[src/design/assert_macros.svh]
// Assertion macros shared by the rate meter RTL.
// Included by files that check their own sequencing; no other dependencies.
`ifndef ASSERT_MACROS_SVH
`define ASSERT_MACROS_SVH
`ifndef SYNTHESIS
`define ASSERT_IMPLIES(label, clk, rst, ante, cons, msg) \
   label: assert property (@(posedge clk) disable iff (rst) (ante) |-> (cons)) else $error(msg);
`define ASSERT_NEXT(label, clk, rst, ante, cons, msg) \
   label: assert property (@(posedge clk) disable iff (rst) (ante) |=> (cons)) else $error(msg);
`else
`define ASSERT_IMPLIES(label, clk, rst, ante, cons, msg)
`define ASSERT_NEXT(label, clk, rst, ante, cons, msg)
`endif
`endif

[src/design/trm_pkg.sv]
// Types and constants for the totalizer rate meter.
// Used by trm_divider and totalizer_rate_meter_unit; no dependencies.
package trm_pkg;

   localparam int VALUE_WIDTH   = 32;
   localparam int SCALE_WIDTH   = 13;
   localparam int PRODUCT_WIDTH = VALUE_WIDTH + SCALE_WIDTH;

   localparam logic [SCALE_WIDTH-1:0] RATE_SCALE = 13'd6000;
   localparam logic [VALUE_WIDTH-1:0] RATE_MAX   = 32'hFFFF_FFFF;

   typedef struct packed {
      logic [31:0] total_volume_ul;
      logic        total_is_valid;
      logic [31:0] report_time_ms;
   } req_payload_type;

   typedef struct packed {
      logic [31:0] rate_centi_ml_min;
      logic        rate_saturated;
   } rsp_payload_type;

   typedef enum logic [2:0] {
      ST_IDLE,
      ST_SCALE,
      ST_LAUNCH,
      ST_DIVIDE,
      ST_DELIVER
   } trm_state_type;

   typedef struct packed {
      logic start;
   } div_ctrl_type;

   typedef struct packed {
      logic busy;
      logic done;
   } div_status_type;

endpackage

[src/design/trm_divider.sv]
// Restoring radix-2 divider, one quotient bit per cycle.
// Depends on trm_pkg for control and status structs and default widths.
module trm_divider #(
   parameter int DIVIDEND_WIDTH = trm_pkg::PRODUCT_WIDTH,
   parameter int DIVISOR_WIDTH  = trm_pkg::VALUE_WIDTH
) (
   input  logic                         clock,
   input  logic                         reset,
   input  trm_pkg::div_ctrl_type        div_ctrl,
   input  logic [DIVIDEND_WIDTH-1:0]    dividend,
   input  logic [DIVISOR_WIDTH-1:0]     divisor,
   output trm_pkg::div_status_type      div_status,
   output logic [DIVIDEND_WIDTH-1:0]    quotient
);

   localparam int COUNT_WIDTH = $clog2(DIVIDEND_WIDTH + 1);
   localparam logic [COUNT_WIDTH-1:0] STEP_COUNT = COUNT_WIDTH'(DIVIDEND_WIDTH);
   localparam logic [COUNT_WIDTH-1:0] LAST_STEP  = COUNT_WIDTH'(1);

   logic [COUNT_WIDTH-1:0]    count_ff, count_in;
   logic                      done_ff, done_in;
   logic [DIVIDEND_WIDTH-1:0] quotient_ff, quotient_in;
   logic [DIVISOR_WIDTH-1:0]  remainder_ff, remainder_in;
   logic [DIVISOR_WIDTH-1:0]  divisor_ff, divisor_in;
   logic [DIVISOR_WIDTH:0]    partial;
   logic [DIVISOR_WIDTH:0]    difference;
   logic                      fits;

   assign partial    = {remainder_ff, quotient_ff[DIVIDEND_WIDTH-1]};
   assign difference = partial - {1'b0, divisor_ff};
   assign fits       = ~difference[DIVISOR_WIDTH];

   always_comb begin
      count_in     = count_ff;
      done_in      = 1'b0;
      quotient_in  = quotient_ff;
      remainder_in = remainder_ff;
      divisor_in   = divisor_ff;
      if (div_ctrl.start) begin
         count_in     = STEP_COUNT;
         quotient_in  = dividend;
         remainder_in = '0;
         divisor_in   = divisor;
      end else if (count_ff != '0) begin
         count_in     = count_ff - LAST_STEP;
         done_in      = (count_ff == LAST_STEP);
         quotient_in  = {quotient_ff[DIVIDEND_WIDTH-2:0], fits};
         remainder_in = fits ? difference[DIVISOR_WIDTH-1:0] : partial[DIVISOR_WIDTH-1:0];
      end
   end

   always_ff @(posedge clock) begin
      if (reset) begin
         count_ff <= '0;
         done_ff  <= 1'b0;
      end else begin
         count_ff <= count_in;
         done_ff  <= done_in;
      end
   end

   always_ff @(posedge clock) begin
      quotient_ff  <= quotient_in;
      remainder_ff <= remainder_in;
      divisor_ff   <= divisor_in;
   end

   assign div_status.busy = (count_ff != '0);
   assign div_status.done = done_ff;
   assign quotient        = quotient_ff;

endmodule

[src/design/totalizer_rate_meter_unit.sv]
// An accepted report passes through the scale, launch, divide and deliver states;
// an invalid or zero-elapsed report goes from scale straight to deliver. The
// divide state waits on the 45-step serial divider. A new report is taken while the
// previous result still waits in the output register, but only after it is loaded.
// Reset (synchronous, active high): previous time zero, no volume reference, outputs empty.
// Depends on trm_pkg, trm_divider and assert_macros.svh.
`include "assert_macros.svh"

module totalizer_rate_meter_unit (
   input  logic                     clock,
   input  logic                     reset,
   input  logic                     req_valid,
   output logic                     req_ready,
   input  trm_pkg::req_payload_type req_payload,
   output logic                     rsp_valid,
   input  logic                     rsp_ready,
   output trm_pkg::rsp_payload_type rsp_payload
);

   localparam int VW = trm_pkg::VALUE_WIDTH;
   localparam int PW = trm_pkg::PRODUCT_WIDTH;

   trm_pkg::trm_state_type   state_ff, state_in;
   trm_pkg::div_ctrl_type    div_ctrl;
   trm_pkg::div_status_type  div_status;
   trm_pkg::rsp_payload_type rsp_payload_ff, rsp_payload_in;

   logic [VW-1:0] previous_time_ff, previous_time_in;
   logic [VW-1:0] previous_total_ff, previous_total_in;
   logic          reference_ff, reference_in;
   logic          rsp_valid_ff, rsp_valid_in;
   logic [VW-1:0] delta_ff, delta_in;
   logic [VW-1:0] elapsed_ff, elapsed_in;
   logic          zero_ff, zero_in;
   logic [PW-1:0] product_ff, product_in;
   logic [PW-1:0] quotient;
   logic          req_transfer;
   logic          slot_free;
   logic          load_rsp;
   logic          overflow;

   assign req_transfer = req_valid && req_ready;
   assign slot_free    = !rsp_valid_ff || rsp_ready;
   assign overflow     = (quotient[PW-1:VW] != '0);

   always_comb begin
      state_in = state_ff;
      case (state_ff)
         trm_pkg::ST_IDLE: begin
            if (req_valid) state_in = trm_pkg::ST_SCALE;
         end
         trm_pkg::ST_SCALE: begin
            state_in = zero_ff ? trm_pkg::ST_DELIVER : trm_pkg::ST_LAUNCH;
         end
         trm_pkg::ST_LAUNCH: begin
            state_in = trm_pkg::ST_DIVIDE;
         end
         trm_pkg::ST_DIVIDE: begin
            if (div_status.done) state_in = trm_pkg::ST_DELIVER;
         end
         trm_pkg::ST_DELIVER: begin
            if (slot_free) state_in = trm_pkg::ST_IDLE;
         end
         default: begin
            state_in = trm_pkg::ST_IDLE;
         end
      endcase
   end

   always_comb begin
      req_ready      = 1'b0;
      div_ctrl.start = 1'b0;
      load_rsp       = 1'b0;
      case (state_ff)
         trm_pkg::ST_IDLE:    req_ready      = 1'b1;
         trm_pkg::ST_LAUNCH:  div_ctrl.start = 1'b1;
         trm_pkg::ST_DELIVER: load_rsp       = slot_free;
         default: begin
            req_ready = 1'b0;
         end
      endcase
   end

   always_comb begin
      previous_time_in  = previous_time_ff;
      previous_total_in = previous_total_ff;
      reference_in      = reference_ff;
      delta_in          = delta_ff;
      elapsed_in        = elapsed_ff;
      zero_in           = zero_ff;
      if (req_transfer) begin
         previous_time_in = req_payload.report_time_ms;
         elapsed_in       = req_payload.report_time_ms - previous_time_ff;
         zero_in          = !req_payload.total_is_valid ||
                            (req_payload.report_time_ms == previous_time_ff);
         if (!reference_ff) begin
            delta_in = '0;
         end else if (req_payload.total_volume_ul >= previous_total_ff) begin
            delta_in = req_payload.total_volume_ul - previous_total_ff;
         end else begin
            delta_in = req_payload.total_volume_ul;
         end
         if (req_payload.total_is_valid) begin
            previous_total_in = req_payload.total_volume_ul;
            reference_in      = 1'b1;
         end
      end
   end

   assign product_in = PW'(delta_ff) * PW'(trm_pkg::RATE_SCALE);

   always_comb begin
      rsp_valid_in   = rsp_valid_ff;
      rsp_payload_in = rsp_payload_ff;
      if (rsp_valid_ff && rsp_ready) rsp_valid_in = 1'b0;
      if (load_rsp) begin
         rsp_valid_in = 1'b1;
         if (zero_ff) begin
            rsp_payload_in.rate_centi_ml_min = '0;
            rsp_payload_in.rate_saturated    = 1'b0;
         end else if (overflow) begin
            rsp_payload_in.rate_centi_ml_min = trm_pkg::RATE_MAX;
            rsp_payload_in.rate_saturated    = 1'b1;
         end else begin
            rsp_payload_in.rate_centi_ml_min = quotient[VW-1:0];
            rsp_payload_in.rate_saturated    = 1'b0;
         end
      end
   end

   always_ff @(posedge clock) begin
      if (reset) begin
         state_ff          <= trm_pkg::ST_IDLE;
         previous_time_ff  <= '0;
         previous_total_ff <= '0;
         reference_ff      <= 1'b0;
         rsp_valid_ff      <= 1'b0;
      end else begin
         state_ff          <= state_in;
         previous_time_ff  <= previous_time_in;
         previous_total_ff <= previous_total_in;
         reference_ff      <= reference_in;
         rsp_valid_ff      <= rsp_valid_in;
      end
   end

   always_ff @(posedge clock) begin
      delta_ff       <= delta_in;
      elapsed_ff     <= elapsed_in;
      zero_ff        <= zero_in;
      product_ff     <= product_in;
      rsp_payload_ff <= rsp_payload_in;
   end

   trm_divider #(
      .DIVIDEND_WIDTH (PW),
      .DIVISOR_WIDTH  (VW)
   ) u_divider (
      .clock      (clock),
      .reset      (reset),
      .div_ctrl   (div_ctrl),
      .dividend   (product_ff),
      .divisor    (elapsed_ff),
      .div_status (div_status),
      .quotient   (quotient)
   );

   assign rsp_valid   = rsp_valid_ff;
   assign rsp_payload = rsp_payload_ff;

   `ASSERT_IMPLIES(a_done_in_divide, clock, reset, div_status.done, state_ff == trm_pkg::ST_DIVIDE, "divider finished outside divide state")
   `ASSERT_IMPLIES(a_launch_idle_divider, clock, reset, div_ctrl.start, !div_status.busy, "divider launched while busy")
   `ASSERT_NEXT(a_transfer_scales, clock, reset, req_transfer, state_ff == trm_pkg::ST_SCALE, "accepted report did not enter scale state")
   `ASSERT_NEXT(a_deliver_loads, clock, reset, load_rsp, rsp_valid_ff, "delivered result not held in output register")
   `ASSERT_IMPLIES(a_saturated_max, clock, reset, rsp_valid_ff && rsp_payload_ff.rate_saturated, rsp_payload_ff.rate_centi_ml_min == trm_pkg::RATE_MAX, "saturated rate not clamped")

endmodule

[config.mk]
export PLATFORM = sky130hd
export DESIGN_NAME = totalizer_rate_meter_unit
export DESIGN_NICKNAME = d
export VERILOG_FILES = /design/src/design/trm_pkg.sv /design/src/design/trm_divider.sv /design/src/design/totalizer_rate_meter_unit.sv
export VERILOG_INCLUDE_DIRS = /design/src /design/src/design
export SDC_FILE = /design/constraint.sdc
export NUM_CORES = 1
export LEC_CHECK = 0
export BUFFER_PORTS_ARGS = -buffer_cell sky130_fd_sc_hd__buf_2
export CAP_MARGIN = 0
export CORE_MARGIN = 1
export CORE_UTILIZATION = 30
export DETAILED_ROUTE_END_ITERATION = 6
export PLACE_DENSITY = 0.47
export SLEW_MARGIN = 20
export SYNTH_ARGS = -nofsm -noshare
export SYNTH_HDL_FRONTEND = slang
export SYNTH_SLANG_ARGS = --single-unit
[constraint.sdc]
create_clock -name clock -period 5.8 [get_ports clock]
set_clock_uncertainty 0.05 [all_clocks]
set_input_delay 1.16 -clock clock [delete_from_list [all_inputs] [get_ports clock]]
set_output_delay 1.16 -clock clock [all_outputs]
set_load 0.01 [all_outputs]
# Word-level counts from Yosys, hierarchy flattened
# Index checks and enable logic that the tools add are counted.
dict set report op_classes {
  n_addsub 4
  multipliers 1
  n_lt_le_gt_ge 1
  eq_ne 9
  mux 17
  bitwise_logic 2
  reduce_logical 15
}
# operator n
set ops {}
lappend ops {{two-way mux 45 bit} 2}
lappend ops {{two-way mux 32 bit} 2}
lappend ops {{subtractor 32 bit} 2}
lappend ops {{multiplier 32 x 9 -> 41 bit (second input constant)} 1}
lappend ops {{two-way mux 33 bit} 1}
lappend ops {{subtractor 33 x 32 -> 33 bit} 1}
lappend ops {{equality test 32 bit} 1}
lappend ops {{greater-or-equal comparator 32 bit} 1}
lappend ops {{case mux 3 bit (5 select lines)} 1}
lappend ops {{nonzero test 13 bit} 1}
lappend ops {{two-way mux 3 bit} 4}
lappend ops {{two-way mux 6 bit} 2}
lappend ops {{equality test 3 x 2 -> 1 bit (second input constant)} 2}
lappend ops {{equality test 6 x 1 -> 1 bit (second input constant)} 1}
lappend ops {{nonzero test 6 bit} 1}
lappend ops {{subtractor 6 x 1 -> 6 bit (second input constant)} 1}
lappend ops {{two-way mux 1 bit} 5}
lappend ops {{!= test 2 bit (second input constant)} 2}
lappend ops {{nonzero test 2 bit} 2}
lappend ops {{equality test 3 x 1 -> 1 bit (second input constant)} 1}
lappend ops {{equality test 3 bit (second input constant)} 1}
lappend ops {{logical NOT 3 bit} 1}
lappend ops {{AND reduction 3 bit} 1}
lappend ops {{OR reduction 3 bit} 1}
lappend ops {{other kinds (7)} 11}
dict set report totals {
  ff_bits 324
  word_cells 67
}

# Logic depth before layout (Yosys ltp)
# Gate-level depths: netlist of the first run.
dict set report depth {
  ltp_word 4
  ltp_mapped 19
  depth_no_buf 18
}

# Hierarchy
# From an unflattened synthesis of the first run, not the netlist that was laid out.
dict set report unflattened {
  hier_cells 2633
  area_unflattened_um2 24347.1
}
# module instances cells_each area_per_inst_um2
set by_module_without_submodules {}
lappend by_module_without_submodules {totalizer_rate_meter_unit 1 1977 17649.4}
lappend by_module_without_submodules {trm_divider 1 656 6697.7}

# Worst setup path before layout of the first run
# No wires, ideal clock.
dict set report synth_timing {
  kind {reg2reg}
  start {register delta_ff[6]}
  end {register product_ff[44]}
  setup_time_ns 0.072
  arrival_time_ns 4.753
  setup_slack_ns 0.925
  path_stages_with_launch 19
  cell_sequence {edfxtp_1 > fa_1 > inv_1 > fa_1 > inv_1 > fa_1 > inv_1 > fa_1 > inv_1 > ha_1 > o21ai_0 > o21ai_0 > a32oi_1 > o21ai_0 > o21ai_1 > o311ai_2 > nand2_1 > o21ai_1 > xor2_1}
}
dict set report synth_via {
  elab_chain_cells 1
}
# element line_no
set synth_rtl {}
lappend synth_rtl {{from (decl)} totalizer_rate_meter_unit.sv:32} ;# logic [VW-1:0] delta_ff, delta_in;
lappend synth_rtl {{from (signal assigned)} totalizer_rate_meter_unit.sv:148} ;# delta_ff <= delta_in;
lappend synth_rtl {{multiplier 32 x 9 -> 41 bit} totalizer_rate_meter_unit.sv:110} ;# assign product_in = PW'(delta_ff) * PW'(trm_pkg::RATE_SCALE);
lappend synth_rtl {{via product_in[44]} totalizer_rate_meter_unit.sv:35} ;# logic [PW-1:0] product_ff, product_in;
lappend synth_rtl {{to (signal assigned)} totalizer_rate_meter_unit.sv:151} ;# product_ff <= product_in;
lappend synth_rtl {{to (decl)} totalizer_rate_meter_unit.sv:35}
# The timed path passes the listed nets, and every way through them passes these cells.
# A chain may end at the register's enable or synchronous reset.

# Worst setup path after layout of the first run
dict set report layout_timing {
  start {register delta_ff[5]}
  end {register product_ff[42]}
}
# The elaborated chain is that of the path after synthesis.

==> reports/qor.csv, run 1 <==
stage;metric;value;unit
min_path;hold path cells;0;
logic_synthesis;area share of and/or/nand/nor cells after synthesis;0.111;
detailed_routing;routed vias;17700;
timing;final setup margin;0.442;ns
timing;relative max-transition margin;0.182;
die;die height;286;um
detailed_routing;final WL;56300;um
worst_setup_path;Critical path buffers and inverters;2;
logic_synthesis;register bit total from synthesis;324;
logic_synthesis;ys flop type;edfxtp_1;
logic_synthesis;top-count cell post-synth;inv_1;
worst_setup_path;critical path launch point type;flip-flop;
min_path;Min-Delay Path Class;flip-flop to flip-flop;
outcome;status;finished, violations left;
worst_setup_path;crit-path max FO;7;
worst_setup_path;critical-path cell list;fa_1 -> inv_1 -> fa_1 -> fa_1 -> fa_1 -> inv_1 -> ha_1 -> o21ai_0 -> o21ai_0 -> a32oi_1 -> o21ai_1 -> o21ai_1 -> o2111ai_1 -> a31o_2 -> a21oi_1 -> xnor2_1;
detailed_routing;DRT iter0 DRCs;993;
worst_setup_path;most used cell, CP;fa_1;
layout;Final Util;0.339;
logic_synthesis;post-synth top area share;0.212;
logic_synthesis;Synth Area in Adders;0.236;
worst_setup_path;CP max-delay cell;fa_1;
logic_synthesis;asr flop ratio synth;0;
die;Die ar.;81700;um2
layout;diode count;0;
logic_synthesis;synthesized area per cell;9.08;um2
logic_synthesis;sequential share of the synthesized area;0.339;
min_path;HP Start;elapsed_ff[13]$_DFFE_PP_;
placed_design;pre-CTS setup slack;0.266;ns
logic_synthesis;Distinct cells, synth;87;
grt;Overflow after GRT;0;
detailed_routing;Post-DRT Antenna Nets;0;
timing;Fin Hold WS;0.362;ns
timing;Worst Tran Pin Value;1.22;ns
worst_setup_path;Setup crit start;delta_ff[5]$_SDFFCE_PN0P_;
grt;GRT Overall Usage;0.138;
min_path;Hold EP;u_divider.divisor_ff[13]$_DFFE_PP_;
cts;cts bufs inserted;39;
grt;first-pass GRT wire length;92900;um
run;MaxCap Viol Count;0;
logic_synthesis;Synth Warn #;0;
logic_synthesis;Syn Std Cell Area;24200;um2
die;I/O Pins;104;
logic_synthesis;xor/xnor share of the synthesized area;0.0414;
cts;post-CTS setup buffers;0;
cts;Clock Latency Late Sink;0.56;ns
worst_setup_path;Reg2Reg Setup Slack;0.44;ns
grt;largest net degree at the start of global routing;76;
worst_setup_path;CP Data Arrival Time;5.79;ns
cts;Clock Tree Buf Depth;3;
cts;CTS H-tree lvls;2;
logic_synthesis;largest family of logic cells by synthesized area;adder cells;
worst_setup_path;reg2reg end;product_ff[42]$_DFF_P_;
grt;initial antenna violation count;0;
layout;Layout Nets;3161;
timing;max-slew violations;0;
worst_setup_path;Crit. End Element;flip-flop;
detailed_routing;vias per std cell;4.64;
logic_synthesis;Net Count, Synth;3098;
detailed_routing;drt wl/cell;14.8;um
timing;Tmin final;5.36;ns
cts;root buffer cell;clkbuf_16;
timing;Final Cycle Share;0.924;
timing;RSZ-0062 raised after global routing;false;
worst_setup_path;Critical Path RT;6.23;ns
die;Rows;103;
timing;Peak Freq;187;MHz
worst_setup_path;CP max stage delay;0.58;ns
placed_design;Port Buffers;103;
cts;CTS sink cnt;324;
worst_setup_path;CP Class;flip-flop to flip-flop;
outcome;failing checks;design-rule violations;
timing;Setup violations, final;0;
die;die width;286;um
worst_setup_path;Reg2Reg Depth;16;
logic_synthesis;multiplexer share of the synthesized area;0.0143;
timing;final hold vios;0;
logic_synthesis;post-synthesis instance total;2663;
cts;TritonCTS clock tree;yes;
detailed_routing;drt drc;6;
logic_synthesis;leading area contributor after synthesis;edfxtp_1;
worst_setup_path;CP delay by family, top;adder cells;
logic_synthesis;top cells by count, synth;507 x inv_1, 320 x nand2_1, 239 x a21oi_1, 215 x ha_1, 171 x edfxtp_1;
layout;layout cells sized above 1;0.0747;
logic_synthesis;post-synthesis compound-gate area fraction;0.159;
die;Initial Utilization;0.304;
layout;area grow syn2layout;11.3;%
logic_synthesis;Post-synth EDFFs;171;
timing;Fin Setup TNS;0;ns
worst_setup_path;reg-to-reg critical path startpoint;delta_ff[5]$_SDFFCE_PN0P_;
cts;CTS clk-pin slew, worst paths;0.06;ns
logic_synthesis;Area contributors post-synth;edfxtp_1 21%, dfxtp_1 13%, fa_1 13%;
grt;vias in the first global route;17800;
detailed_routing;First-pass DRT Iterations;7;
die;area of the core;79400;um2
placed_design;RePlAce Congestion;0.854;
placed_design;post-DP HPWL;43700;um
-- registers in the layout, summed over array words and instances, names as in the netlist --
signal	count
u_divider.quotient	45
product_ff	41
rsp_payload	33
delta_ff	32
elapsed_ff	32
previous_time_ff	32
previous_total_ff	32
u_divider.divisor_ff	32
u_divider.remainder_ff	32
u_divider.count_ff	6
state_ff	3
reference_ff	1
rsp_valid	1
u_divider.done_ff	1
zero_ff	1
-- cell families after synthesis --
logic type / after synthesis
adders and majority gates: 366
xor gates and xnor gates: 112
DFF: 324
AOI/OAI and AO/OA: 621
and+or+nand+nor: 601
muxes: 34
buffers and inverters: 605
-- final cells by class --
class                           count  area (um2)
Sequential cell                   324        8200
Clock inverter                     20         190
Clock buffer                       51        1040
Multi-Input combinational cell   1734       13600
Inverter                          510        1920
Timing Repair Buffer              117         633
Tap cell                         1050        1310
Fill cell                        8294       52500
-- metal layers --
layer  GRT usage  share of wire  up-vias
met3      0.0191          0.034       66
li1            -              -     9055
met2       0.215           0.43      294
met4      0.0352          0.020        0
met1       0.199           0.52     8259
met5           0              0        -
-- layout by cell type, fill, tap and decap left out, types with 15 or more instances in the layout --
cell type / n
a211oi_1: 17
a21o_1: 53
a21oi_1: 239
buf_2: 103
clkbuf_16: 40
dfxtp_1: 153
edfxtp_1: 171
fa_1: 151
ha_1: 215
inv_1: 507
mux2i_1: 32
nand2_1: 319
nand2b_1: 15
nand3_1: 43
nand4_1: 25
nor2_1: 88
nor2b_1: 15
nor3_1: 42
o21a_1: 20
o21ai_0: 130
o21bai_1: 19
o31ai_1: 35
xnor2_1: 73
xor2_1: 38
-- per-stage QoR --
stage / cell area, um2 / cells
2_1_floorplan: 24200 / 2663
3_3_place_gp: 25700 / 3735
3_5_place_dp: 25700 / 3735
4_1_cts: 26900 / 3806
5_1_grt: 26900 / 3806
6_report: 26900 / 3806
-- worst max-delay path by stage --
stage                             end  slack, ns  depth (start not counted)
2_1_floorplan  product_ff[44]$_DFF_P_       0.93                         18
3_3_place_gp   product_ff[44]$_DFF_P_       0.35                         18
3_5_place_dp   product_ff[44]$_DFF_P_       0.27                         18
4_1_cts        product_ff[44]$_DFF_P_       0.24                         18
5_1_grt        product_ff[44]$_DFF_P_       0.10                         18
6_report       product_ff[42]$_DFF_P_       0.44                         16
-- worst register-to-register path, stage by stage, from the launching register on --
cell       delay, ns
edfxtp_1        0.55
fa_1            0.59
inv_1           0.05
fa_1            0.48
fa_1            0.50
fa_1            0.49
inv_1           0.04
ha_1            0.31
o21ai_0         0.34
o21ai_0         0.14
a32oi_1         0.31
o21ai_1         0.19
o21ai_1         0.45
o2111ai_1       0.22
a31o_2          0.28
a21oi_1         0.17
xnor2_1         0.14
-- what timing repair did --
item                       4_1_cts  5_1_grt
hold buffers                     0        0
setup endpoints to repair        0        4
gates resized for setup          0        1
Power of run 1 is not shown: default switching activity piles up to over one toggle a cycle in this logic, so the estimate is an artifact.
==> inputs of run 2 (changes only) <==
--- a/config.mk
+++ b/config.mk
@@ -11,8 +11,9 @@
 export CORE_MARGIN = 1
 export CORE_UTILIZATION = 30
 export DETAILED_ROUTE_END_ITERATION = 6
-export PLACE_DENSITY = 0.47
+export PLACE_DENSITY = 0.52
 export SLEW_MARGIN = 20
 export SYNTH_ARGS = -nofsm -noshare
 export SYNTH_HDL_FRONTEND = slang
+export SYNTH_HIERARCHICAL = 1
 export SYNTH_SLANG_ARGS = --single-unit
==> run 2 against run 1 <==
Compared with the run above:
- the flow now finishes without violations
- synthesized cell count decreased by 1.1%
- worst hold slack barely moved
- first-iteration DRC count shrank 7.0%
- clock-buffer cell count decreased by 1
- core utilization up 0.074 points
- maximum frequency rose by 3.9%
- global-route usage is 0.079 points lower
- final cell count fell by 0.16%
- critical endpoint is now product_ff[44]$_DFF_P_
==> reports/qor.csv, run 2 <==
stage;metric;value;unit;change
outcome;status;finished clean;;
timing;Setup violations, final;0;;unchanged
pwr;Logic pwr share;0.622;;
worst_setup_path;CP max stage delay;0.58;ns;about the same
detailed_routing;drt wl/cell;14.8;um;-0.27%
layout;Layout Nets;3144;;-0.54%
cts;root buffer cell;clkbuf_16;;
timing;final hold vios;0;;unchanged
logic_synthesis;Distinct cells, synth;94;;+8.0%
pwr;internal power;9130;uW;
layout;Multi-input gate area;13900;um2;+1.9%
grt;first-pass GRT wire length;92500;um;-0.47%
logic_synthesis;leading area contributor after synthesis;edfxtp_1;;
worst_setup_path;crit-path max FO;7;;unchanged
worst_setup_path;Critical path buffers and inverters;4;;+2
grt;GRT Overall Usage;0.137;;-0.000790
cts;cts hold-fix bufs;0;;unchanged
pwr;Psw;7370;uW;
logic_synthesis;top cells by count, synth;495 x inv_1, 288 x nand2_1, 215 x ha_1, 185 x a21oi_1, 175 x edfxtp_1;;
placed_design;Port Buffers;103;;unchanged
worst_setup_path;critical-path cell list;fa_1 -> inv_1 -> fa_1 -> inv_1 -> fa_1 -> inv_1 -> fa_1 -> inv_1 -> ha_1 -> a21oi_1 -> a21oi_1 -> o311ai_1 -> a21oi_1 -> o21ai_0 -> nand4b_1 -> a31oi_1 -> xnor2_1;;
cts;Clock Latency Late Sink;0.57;ns;about the same
timing;Final Cycle Share;0.889;;-0.0343
grt;initial antenna violation count;3;;+3
detailed_routing;vias per std cell;4.62;;-0.58%
logic_synthesis;sequential share of the synthesized area;0.338;;-0.000813
timing;relative max-transition margin;0.383;;+0.201
cts;TritonCTS clock tree;yes;;
die;die height;287;um;+0.36%
grt;Overflow after GRT;0;;unchanged
detailed_routing;drt drc;0;;-6
timing;final setup margin;0.641;ns;+0.199 ns
cts;CTS clk-pin slew, worst paths;0.07;ns;about the same
detailed_routing;DRT iter0 DRCs;923;;-7.0%
placed_design;RePlAce Congestion;0.855;;about the same
die;area of the core;80400;um2;+1.3%
logic_synthesis;Post-synth EDFFs;175;;+2.3%
min_path;Hold EP;u_divider/divisor_ff[17]$_DFFE_PP_;;
logic_synthesis;synthesized area per cell;9.25;um2;+1.9%
worst_setup_path;CP delay by family, top;adder cells;;
cts;cts bufs inserted;39;;unchanged
layout;layout cells sized above 1;0.0967;;+0.0220
pwr;pwr dens;604;nW/um2;
grt;largest net degree at the start of global routing;72;;-5.3%
timing;RSZ-0062 raised after global routing;false;;
layout;max reg flops;45;;unchanged
die;Rows;104;;+0.97%
timing;Tmin final;5.16;ns;-0.199 ns
run;MaxCap Viol Count;0;;unchanged
timing;max-slew violations;0;;unchanged
logic_synthesis;Synth Warn #;6;;+6
logic_synthesis;Area contributors post-synth;edfxtp_1 22%, fa_1 12%, dfxtp_1 12%;;
grt;vias in the first global route;17300;;-2.9%
layout;Reg area;8240;um2;+0.49%
worst_setup_path;reg2reg end;product_ff[44]$_DFF_P_;;
worst_setup_path;Critical Path RT;6.24;ns;about the same
logic_synthesis;top-count cell post-synth;inv_1;;
timing;Worst Tran Pin Value;0.925;ns;-0.292 ns
placed_design;pre-CTS setup slack;0.661;ns;+0.395 ns
detailed_routing;routed vias;17500;;-0.74%
detailed_routing;Post-DRT Antenna Nets;0;;unchanged
cts;post-CTS setup buffers;0;;unchanged
pwr;VDD IR max;0.389;mV;
pwr;Sw Share;0.447;;
die;I/O Pins;104;;unchanged
logic_synthesis;register bit total from synthesis;324;;unchanged
timing;Peak Freq;194;MHz;+3.9%
layout;diode count;0;;unchanged
logic_synthesis;ys flop type;edfxtp_1;;
layout;commonest non-fill, non-tap cell in the layout;inv_1;;
layout;area grow syn2layout;12.2;%;
worst_setup_path;Reg2Reg Setup Slack;0.64;ns;+0.20 ns
die;Die ar.;82300;um2;+0.73%
layout;Filler Cell Count;8376;;+0.99%
logic_synthesis;Syn Std Cell Area;24300;um2;+0.73%
min_path;Min-Delay Path Class;flip-flop to flip-flop;;
placed_design;post-DP HPWL;43400;um;-0.74%
pwr;total leakage power;0.0119;uW;
die;die width;287;um;+0.36%
layout;most frequent cells in the layout;495 x inv_1, 287 x nand2_1, 215 x ha_1;;
die;Initial Utilization;0.303;;-0.00171
cts;CTS sink cnt;324;;unchanged
worst_setup_path;Reg2Reg Depth;17;;+1
worst_setup_path;Crit. End Element;flip-flop;;
pwr;Seq pwr share;0.222;;
worst_setup_path;CP Class;flip-flop to flip-flop;;
logic_synthesis;post-synthesis instance total;2633;;-1.1%
cts;CTS H-tree lvls;2;;unchanged
worst_setup_path;CP max-delay cell;fa_1;;
cts;Clock Tree Buf Depth;3;;unchanged
detailed_routing;First-pass DRT Iterations;5;;-2
detailed_routing;final WL;56100;um;-0.43%
timing;Fin Setup TNS;0;ns;unchanged
worst_setup_path;reg-to-reg critical path startpoint;delta_ff[10]$_SDFFCE_PN0P_;;
worst_setup_path;CP Data Arrival Time;5.59;ns;-0.20 ns
logic_synthesis;post-synth top area share;0.216;;+0.00339
pwr;clock share of power;0.156;;
min_path;HP Start;elapsed_ff[17]$_DFFE_PP_;;
worst_setup_path;critical path launch point type;flip-flop;;
logic_synthesis;asr flop ratio synth;0;;unchanged
cts;post-cts sizing count;0;;unchanged
min_path;hold path cells;0;;unchanged
[run 2: per-layer routing]
| metal | up-vias | routed length (um) | GRT usage |
|---|---|---|---|
| met4 | 2 | 1200 | 0.0366 |
| met1 | 8176 | 28800 | 0.200 |
| met3 | 65 | 1920 | 0.0190 |
| met2 | 257 | 24200 | 0.211 |
| li1 | 9043 | - | - |
| met5 | - | 13 | 0 |
[run 2: layout make-up]
type                            count  share of cell area
Sequential cell                   324               0.302
Inverter                          497              0.0684
Timing Repair Buffer              121              0.0238
Multi-Input combinational cell   1726               0.508
Clock buffer                       50              0.0403
Clock inverter                     22             0.00953
Tap cell                         1060              0.0486
[run 2: worst reg2reg max path, stage by stage, from the launching register on]
cell	delay, ns
edfxtp_1	0.54
fa_1	0.58
inv_1	0.05
fa_1	0.49
inv_1	0.05
fa_1	0.47
inv_1	0.05
fa_1	0.52
inv_1	0.04
ha_1	0.37
a21oi_1	0.22
a21oi_1	0.11
o311ai_1	0.48
a21oi_1	0.16
o21ai_0	0.38
nand4b_1	0.14
a31oi_1	0.22
xnor2_1	0.13
[run 2: metrics by stage]
| stage | hold slack [ns] | std cells | util | area [um2] | total power (uW) |
|---|---|---|---|---|---|
| global route | 0.368 | 3800 | 0.340 | 27300 | 18200 |
| global placement | 0.350 | 3728 | 0.323 | 25900 | 14000 |
| finish | 0.362 | 3800 | 0.340 | 27300 | 16500 |
| CTS | 0.365 | 3800 | 0.340 | 27300 | 16700 |
| detailed placement | 0.355 | 3728 | 0.323 | 25900 | 14000 |
| floorplan | 0.350 | 2636 | - | 24400 | 11700 |
[run 2: power groups by stage]
stage	logic [uW]	registers (uW)	clock network, uW
5_1_grt	11700	3740	2750
3_5_place_dp	10300	3710	0
6_report	10300	3660	2580
3_3_place_gp	10300	3700	0
4_1_cts	10300	3660	2670
2_1_floorplan	8120	3580	0
[run 2: worst max path at each step]
| stage | start | endpoint | slack, ns | depth (start not counted) |
|---|---|---|---|---|
| after floorplan | state_ff[1]$_SDFFE_PP0P_ | u_divider/quotient[0]$_DFFE_PP_ | 0.81 | 5 |
| after global placement | delta_ff[10]$_SDFFCE_PN0P_ | product_ff[44]$_DFF_P_ | 0.70 | 17 |
| after detailed placement | delta_ff[10]$_SDFFCE_PN0P_ | product_ff[44]$_DFF_P_ | 0.66 | 17 |
| after CTS | delta_ff[10]$_SDFFCE_PN0P_ | product_ff[44]$_DFF_P_ | 0.61 | 17 |
| after global routing | delta_ff[10]$_SDFFCE_PN0P_ | product_ff[44]$_DFF_P_ | 0.30 | 17 |
| final | delta_ff[10]$_SDFFCE_PN0P_ | product_ff[44]$_DFF_P_ | 0.64 | 17 |
[run 2: cell families (layout without fill, tap and decap cells)]
group | count (synthesis) | in the layout | synth area share
fa+ha+maj | 366 | 366 | 0.235
buf+inv | 586 | 690 | 0.0932
xor+xnor | 113 | 113 | 0.0406
simple gates | 622 | 622 | 0.117
mux | 46 | 46 | 0.0212
flops | 324 | 324 | 0.338
other cells | 1 | 4 | 0.000154
compound gates | 575 | 575 | 0.154
Note: power is estimated with default switching activity, not from simulation.
==> inputs of run 3 (changes only) <==
--- a/config.mk
+++ b/config.mk
@@ -8,10 +8,12 @@
 export LEC_CHECK = 0
 export BUFFER_PORTS_ARGS = -buffer_cell sky130_fd_sc_hd__buf_2
 export CAP_MARGIN = 0
+export CELL_PAD_IN_SITES_DETAIL_PLACEMENT = 1
+export CELL_PAD_IN_SITES_GLOBAL_PLACEMENT = 2
 export CORE_MARGIN = 1
 export CORE_UTILIZATION = 30
 export DETAILED_ROUTE_END_ITERATION = 6
-export PLACE_DENSITY = 0.52
+export PLACE_DENSITY_LB_ADDON = 0.1
 export SLEW_MARGIN = 20
 export SYNTH_ARGS = -nofsm -noshare
 export SYNTH_HDL_FRONTEND = slang
==> run 3 against run 2 <==
Compared with the run above:
- via count increased by 2.7%
- routed wire length increased by 18%
- largest power group unchanged
- design area increased by 0.17%
- clock-buffer cell count increased by 6
- flip-flop and latch count unchanged
- die area unchanged
- largest cell class unchanged
==> reports/qor.csv, run 3 (synthesis gave the netlist of run 2 again) <==
stage;metric;value;unit;change
placed_design;Port Buffers;103;;unchanged
cts;post-cts sizing count;0;;unchanged
cts;cts hold-fix bufs;0;;unchanged
grt;GRT Overall Usage;0.163;;+0.0260
cts;CTS clk-pin slew, worst paths;0.06;ns;about the same
cts;TritonCTS clock tree;yes;;
die;I/O Pins;104;;unchanged
layout;Multi-input gate area;13900;um2;about the same
timing;Setup violations, final;0;;unchanged
die;Initial Utilization;0.303;;unchanged
detailed_routing;drt wl/cell;17.4;um;+18%
layout;most frequent cells in the layout;495 x inv_1, 287 x nand2_1, 215 x ha_1;;
layout;diode count;0;;unchanged
pwr;VDD IR max;0.315;mV;-19%
grt;Overflow after GRT;0;;unchanged
cts;cts bufs inserted;42;;+7.7%
detailed_routing;vias per std cell;4.73;;+2.5%
worst_setup_path;critical-path cell list;fa_1 -> inv_1 -> fa_1 -> inv_1 -> fa_1 -> inv_1 -> fa_1 -> inv_1 -> ha_1 -> a21oi_1 -> a21oi_1 -> o311ai_1 -> a21oi_1 -> o21ai_0 -> nand4b_1 -> a31oi_1 -> xnor2_1;;
placed_design;Placed Cells;3728;;unchanged
die;die height;287;um;unchanged
worst_setup_path;crit-path max FO;7;;unchanged
worst_setup_path;Critical Path RT;6.26;ns;+0.02 ns
die;Die ar.;82300;um2;unchanged
layout;Filler Cell Count;9356;;+12%
layout;Reg area;8240;um2;unchanged
cts;CTS H-tree lvls;2;;unchanged
worst_setup_path;critical path launch point type;flip-flop;;
layout;max reg flops;45;;unchanged
worst_setup_path;CP Class;flip-flop to flip-flop;;
detailed_routing;First-pass DRT Iterations;5;;unchanged
layout;Layout Nets;3147;;+0.095%
grt;largest net degree at the start of global routing;67;;-6.9%
timing;Final Cycle Share;0.900;;+0.0101
pwr;pwr dens;622;nW/um2;+3.0%
detailed_routing;drt drc;0;;unchanged
timing;Worst Tran Pin Value;0.988;ns;+0.0630 ns
grt;initial antenna violation count;1;;-2
timing;Peak Freq;192;MHz;-1.1%
run;MaxCap Viol Count;0;;unchanged
placed_design;post-DP HPWL;52200;um;+20%
layout;Finished Cell Area;27400;um2;+0.17%
cts;Clock Tree Buf Depth;3;;unchanged
timing;max-slew violations;0;;unchanged
timing;Tmin final;5.22;ns;+0.0587 ns
timing;final hold vios;0;;unchanged
detailed_routing;Post-DRT Antenna Nets;0;;unchanged
timing;RSZ-0062 raised after global routing;false;;
die;Rows;104;;unchanged
cts;post-CTS setup buffers;0;;unchanged
grt;first-pass GRT wire length;108000;um;+17%
placed_design;dpl cell area;25900;um2;unchanged
cts;root buffer cell;clkbuf_16;;
worst_setup_path;Crit. End Element;flip-flop;;
detailed_routing;DRT iter0 DRCs;697;;-24%
detailed_routing;routed vias;18000;;+2.7%
layout;layout cells sized above 1;0.100;;+0.00343
cts;Clock Latency Late Sink;0.59;ns;+0.02 ns
layout;area grow syn2layout;12.4;%;
die;die width;287;um;unchanged
layout;Post-Layout Cell Count;3806;;+0.16%
worst_setup_path;CP max stage delay;0.58;ns;about the same
timing;relative max-transition margin;0.341;;-0.0420
grt;vias in the first global route;19300;;+12%
outcome;status;finished clean;;
cts;CTS sink cnt;324;;unchanged
timing;Fin Setup TNS;0;ns;unchanged
detailed_routing;final WL;66300;um;+18%
placed_design;RePlAce Congestion;0.794;;-7.1%
pwr;total leakage power;0.0119;uW;+0.13%
layout;commonest non-fill, non-tap cell in the layout;inv_1;;
worst_setup_path;CP max-delay cell;fa_1;;
min_path;Min-Delay Path Class;flip-flop to flip-flop;;
worst_setup_path;CP Data Arrival Time;5.67;ns;+0.08 ns
die;area of the core;80400;um2;unchanged
## run 3: final cells by class
class,instances,area share
multi-input combinational,1726,0.507
sequential,324,0.301
inverter,497,0.0683
tap,1060,0.0485
clock buffer,56,0.0425
timing repair buffer,121,0.0238
clock inverter,22,0.00874
## run 3: critical path, delay by kind of cell (launching register included)
| kind | cells | cell delay [ns] |
|---|---|---|
| AO/OA/AOI/OAI | 6 | 1.60 |
| XOR/XNOR | 1 | 0.14 |
| AND/OR/NAND/NOR | 1 | 0.14 |
| flip-flops | 1 | 0.54 |
| adder cells (fa/ha/maj) | 5 | 2.46 |
| buffers and inverters | 4 | 0.20 |
## run 3: final timing paths
path	endpoint	start	slack, ns	cells past startpoint
max reg2reg	product_ff[44]$_DFF_P_	delta_ff[10]$_SDFFCE_PN0P_	0.58	17
min reg2reg	u_divider/divisor_ff[23]$_DFFE_PP_	elapsed_ff[23]$_DFFE_PP_	0.37	0
min	u_divider/divisor_ff[23]$_DFFE_PP_	elapsed_ff[23]$_DFFE_PP_	0.37	0
max	product_ff[44]$_DFF_P_	delta_ff[10]$_SDFFCE_PN0P_	0.58	17
## run 3: power breakdown
| group | switching (uW) | internal (uW) |
|---|---|---|
| Clock | 1120 | 1520 |
| Combinational | 6380 | 4300 |
| Sequential | 390 | 3300 |
| Total | 7890 | 9130 |
## run 3: per-stage QoR
step | setup slack [ns] | total power [uW] | util | hold slack [ns]
2_1_floorplan | 0.806 | 11700 | - | 0.350
3_3_place_gp | 0.595 | 14500 | 0.323 | 0.358
3_5_place_dp | 0.512 | 14600 | 0.323 | 0.356
4_1_cts | 0.476 | 17400 | 0.340 | 0.371
5_1_grt | 0.0979 | 18900 | 0.340 | 0.375
6_report | 0.583 | 17000 | 0.340 | 0.370
## run 3: metal layers
layer,vias to the layer above,routed length [um],track usage,part of all wire
met5,-,0,0,0
met4,0,1150,0.0350,0.017
met3,64,1680,0.0187,0.025
met2,202,28100,0.250,0.42
met1,8716,35400,0.245,0.53
li1,9032,-,-,-
